File: config.mk
export PLATFORM = sky130hd
export DESIGN_NAME = hta_ctrl
export DESIGN_NICKNAME = d
export VERILOG_FILES = /design/src/hw/rtl/handle_table_allocator_assert.svh /design/src/hw/rtl/hta_pkg.sv /design/src/hw/rtl/hta_ctrl.sv
export SDC_FILE = /design/constraint.sdc
export NUM_CORES = 1
export LEC_CHECK = 0
export BUFFER_PORTS_ARGS = -buffer_cell sky130_fd_sc_hd__buf_2
export CORE_AREA = 2 2 39 41
export DETAILED_ROUTE_END_ITERATION = 6
export DIE_AREA = 0 0 41 43
export GPL_ROUTABILITY_DRIVEN = 0
export PLACE_DENSITY = 0.39
export SLEW_MARGIN = 20
export SYNTH_ARGS = -nofsm -noshare
export SYNTH_HDL_FRONTEND = slang
export SYNTH_SLANG_ARGS = --single-unit
File: constraint.sdc
create_clock -name clk_i -period 1.7 [get_ports clk_i]
set_clock_uncertainty 0.2 [all_clocks]
set_input_delay 0 -clock clk_i [delete_from_list [all_inputs] [get_ports clk_i]]
set_output_delay 0 -clock clk_i [all_outputs]
set_load 0.005 [all_outputs]
File: src/hw/rtl/handle_table_allocator_assert.svh
// Assertion macros for the handle table allocator.
// Each macro expects clk_i and rst_ni in scope.
`ifndef HANDLE_TABLE_ALLOCATOR_ASSERT_SVH
`define HANDLE_TABLE_ALLOCATOR_ASSERT_SVH

`ifndef NO_ASSERTIONS
`define HTA_ASSERT_SAME(name, ante, cons) \
  name: assert property (@(posedge clk_i) disable iff (!rst_ni) (ante) |-> (cons)) \
    else $error("handle table allocator check failed");
`define HTA_ASSERT_NEXT(name, ante, cons) \
  name: assert property (@(posedge clk_i) disable iff (!rst_ni) (ante) |=> (cons)) \
    else $error("handle table allocator check failed");
`else
`define HTA_ASSERT_SAME(name, ante, cons)
`define HTA_ASSERT_NEXT(name, ante, cons)
`endif

`endif

File: src/hw/rtl/hta_pkg.sv
`default_nettype none

package hta_pkg;

  localparam int unsigned CMD_W    = 2;
  localparam int unsigned CODE_W   = 16;
  localparam int unsigned DIST_W   = 10;
  localparam int unsigned HIN_W    = 9;
  localparam int unsigned HOUT_W   = 8;
  localparam int unsigned CNT_W    = 9;
  localparam int unsigned CHUNK_LG = 3;
  localparam int unsigned CHUNK    = 1 << CHUNK_LG;

  typedef enum logic [CMD_W-1:0] {
    CMD_REGISTER = 2'd0,
    CMD_LOOKUP   = 2'd1,
    CMD_RELEASE  = 2'd2,
    CMD_CLEAR    = 2'd3
  } cmd_e;

  // controller -> datapath
  typedef struct packed {
    logic load;
    logic scan;
    logic exec;
  } ctl_t;

  // datapath -> controller
  typedef struct packed {
    logic free_found;
    logic last_chunk;
  } sts_t;

endpackage

`default_nettype wire

File: src/hw/rtl/hta_ctrl.sv
`default_nettype none

module hta_ctrl import hta_pkg::*; (
  input  wire logic             clk_i,
  input  wire logic             rst_ni,
  input  wire logic             start_i,
  input  wire logic [CMD_W-1:0] cmd_i,
  input  wire sts_t             sts_i,
  output ctl_t                  ctl_o,
  output logic                  busy_o,
  output logic                  done_o
);

  typedef enum logic [3:0] {
    ST_IDLE = 4'b0001,
    ST_SCAN = 4'b0010,
    ST_EXEC = 4'b0100,
    ST_RESP = 4'b1000
  } state_e;

  state_e state_q, state_d;

  always_comb begin
    state_d = state_q;
    ctl_o   = '0;
    unique case (state_q)
      ST_IDLE: begin
        if (start_i) begin
          ctl_o.load = 1'b1;
          state_d    = (cmd_e'(cmd_i) == CMD_REGISTER) ? ST_SCAN : ST_EXEC;
        end
      end
      ST_SCAN: begin
        ctl_o.scan = 1'b1;
        if (sts_i.free_found || sts_i.last_chunk) begin
          state_d = ST_RESP;
        end
      end
      ST_EXEC: begin
        ctl_o.exec = 1'b1;
        state_d    = ST_RESP;
      end
      ST_RESP: begin
        state_d = ST_IDLE;
      end
      default: begin
        state_d = ST_IDLE;
      end
    endcase
  end

  always_ff @(posedge clk_i or negedge rst_ni) begin
    if (!rst_ni) begin
      state_q <= ST_IDLE;
    end else begin
      state_q <= state_d;
    end
  end

  assign busy_o = (state_q != ST_IDLE);
  assign done_o = (state_q == ST_RESP);

endmodule

`default_nettype wire

==> run metrics <==
status finished, final reports clean; Diodes inserted 0; proportion of power drawn by the clock network 0.276; mux contribution to synthesized area 0.03902; Final period util 0.8449; max reg flops 4; Fillers approximately 160; NumNets Final 54; Power Internal 0.3082 mW; final worst setup slack 0.2637 ns; Req. time, crit path 1.65 ns; Synth Area in Adders 0; share of the synthesized area in the top cell type 0.2927; gr usage total 0.08669; post-cts resize count 0; synthesized instance count 25; critical path type in -> reg; final hold vios 0; largest net degree at the start of global routing 10; Min Clock Period, post-route about 1.4 ns; NetSw approximately 0.15 mW; register area share after synthesis 0.3951; combinational share of power 0.332; post-synth cell types 19; Largest regs state_q (4); HP Class in -> async; CP Max Fanout 2; leak pwr 0.1917 nW; Seq pwr share 0.392; Place WS 0.4467 ns; max_slew headroom 0.8297; Synth Warn # 0; Worst-path clk slew 0.04 ns; RSZ-0062 raised after global routing false; area grow syn2layout 62.44%; vias 253; GR Overflow Total 0; antenna violations before repair 0; largest family of logic cells by synthesized area simple AND/OR/NAND/NOR gates; row count 14; WL final around 580 µm; Num Clock Sinks 4; max cap viols 0; CORE AREA approximately 0.0014 mm²; Slew Viols, Final 0; critical path capture point type flop; first-pass iteration count of the detailed router 2; 1st-iter DRT viols 1; CTS Buffer Depth 2; IO Count 12; Root Driver clkbuf_4; fraction of layout cells with a size suffix above 1 0.3913; Syn Std Cell Area 256.5 µm²; biggest area consumer among synthesized cells dfrtp_1; Switching Share 0.3285; setup TNS 0 ns; DRC viols 0; syn_area_per_cell 10.26 µm²; cts bufs inserted 3; die area 0.001763 mm²; vias in the first global route between 200 and 300; die height ~43 µm; I/O Buffers 11; CP Data Arrival Time 1.39 ns; Initial Util 0.1854; worst slew pin tran 0.2528 ns; startpoint types input port; first-pass GRT wire length between 1000 and 1500 µm; syn_nets 32; Via density roughly 4; VDD IR max 0.0003327 V; top cells by area, synth dfrtp_1 (29%), dfstp_2 (10%), o311ai_2 (6.3%), nor4b_2 (5.9%), nor2b_1 (4.9%); CTS tree yes; xor and xnor fraction of the mapped netlist area 0; Fmax 696.2 MHz; Simple-Gate Fraction of Synth Area 0.3512; complex-gate fraction of the synthesized area 0.1415; antenna-violating nets left 0; #FFs+latches synth 4; die span in x 41 µm; Skew-Pair Late Insertion Delay 0.23 ns; Final setup viols 0; H-tree lvl count 1; DR WL/cell 9.274 µm; Pwr Density 1101 mW/mm²; Reg with most FFs state_q
per-layer routing:
layer | global-route usage | vias up | part of all wire
met1 | 0.09772 | 112 | 0.41
li1 | - | 134 | -
met3 | 0.03141 | 0 | 0.070
met2 | 0.1281 | 7 | 0.52
met4 | 0.06000 | 0 | 0
met5 | 0 | - | 0
Yosys cell counts, drive strengths merged:
| master | number |
|---|---|
| and3b | 1 |
| buf | 1 |
| dfrtp | 3 |
| dfstp | 1 |
| inv | 2 |
| mux2i | 1 |
| nand2 | 1 |
| nand3b | 1 |
| nand4b | 1 |
| nor2 | 2 |
| nor2b | 2 |
| nor3 | 1 |
| nor4 | 1 |
| nor4b | 2 |
| o21ai | 2 |
| o21ba | 1 |
| o311ai | 1 |
| or2 | 1 |
final cells by class:
| class | count | area, µm² | share of cell area |
|---|---|---|---|
| Clock buffer | 4 | 26.28 | 0.06306 |
| Inverter | 2 | 7.507 | 0.01802 |
| Multi-Input combinational cell | 18 | 136.4 | 0.3273 |
| Sequential cell | 4 | 101.3 | 0.2432 |
| Tap cell | 16 | 20.02 | 0.04805 |
| Timing Repair Buffer | 18 | 125.1 | 0.3003 |
cells in the final DEF, fill, tap and decap left out:
cell           synthesis  routed
dfrtp_1                3       3
or2_2                  1       1
nor4b_2                1       1
o311ai_2               1       1
nand3b_1               1       1
o21ai_0                2       2
nor2_1                 2       2
o21ba_1                1       1
nand2_1                1       1
clkbuf_1               0       1
nor2b_1                2       2
buf_2                  0      11
nand4b_1               1       1
dlygate4sd3_1          0       7
nor3_1                 1       1
dfstp_2                1       1
nor4_1                 1       1
and3b_1                1       1
inv_1                  2       2
clkbuf_4               0       3
nor4b_1                1       1
mux2i_1                1       1
power by group through the flow:
stage,sequential (mW),combinational [mW],clock [mW]
2_1_floorplan,0.154,0.131,0
3_3_place_gp,0.181,0.141,0
3_5_place_dp,0.181,0.143,0
4_1_cts,0.180,0.156,0.134
5_1_grt,0.189,0.170,0.137
6_report,0.180,0.152,0.127
path summary, 6_finish.rpt:
| path | start | end | slack, ns | depth (start not counted) |
|---|---|---|---|---|
| max in group asynchronous | rst_ni | state_q[3] | 0.69 | 3 |
| hold reg to reg | state_q[3] | state_q[3] | 0.34 | 1 |
| hold / removal | rst_ni | state_q[0] | 0.04 | 2 |
| setup / recovery | sts_i[1] | state_q[1] | 0.26 | 6 |
| setup reg to reg | state_q[2] | state_q[0] | 0.44 | 2 |
| min in group clk_i | sts_i[0] | state_q[3] | 0.06 | 4 |
cell families after synthesis:
group,count (synthesis)
buffers and inverters,3
AND/OR/NAND/NOR,13
multiplexers,1
AO/OA/AOI/OAI,4
flip-flops,4
timing repair:
item	CTS	global route
buffers inserted	0	0
hold buffers	7	1
setup endpoints to repair	0	2
hold endpoints to repair	7	2
critical path: stages:
cell,delay (ns)
dlygate4sd3_1,0.53
buf_2,0.13
nor2_1,0.07
dlygate4sd3_1,0.55
nand2_1,0.05
o21ai_0,0.08
through the flow:
stage                     cell area (µm²)  utilization  std cells  hold slack, ns  power [mW]
after floorplan                     256.5            -         25         -0.4956      0.2849
after global placement              320.3       0.2315         51         -0.3908      0.3214
after detailed placement            320.3       0.2315         51         -0.3898      0.3231
after CTS                           416.7       0.3011         62         0.04149      0.4701
after global routing                416.7       0.3011         62         0.05322      0.4962
final                               416.7       0.3011         62         0.04135      0.4589
(Power assumes the default switching activity.)
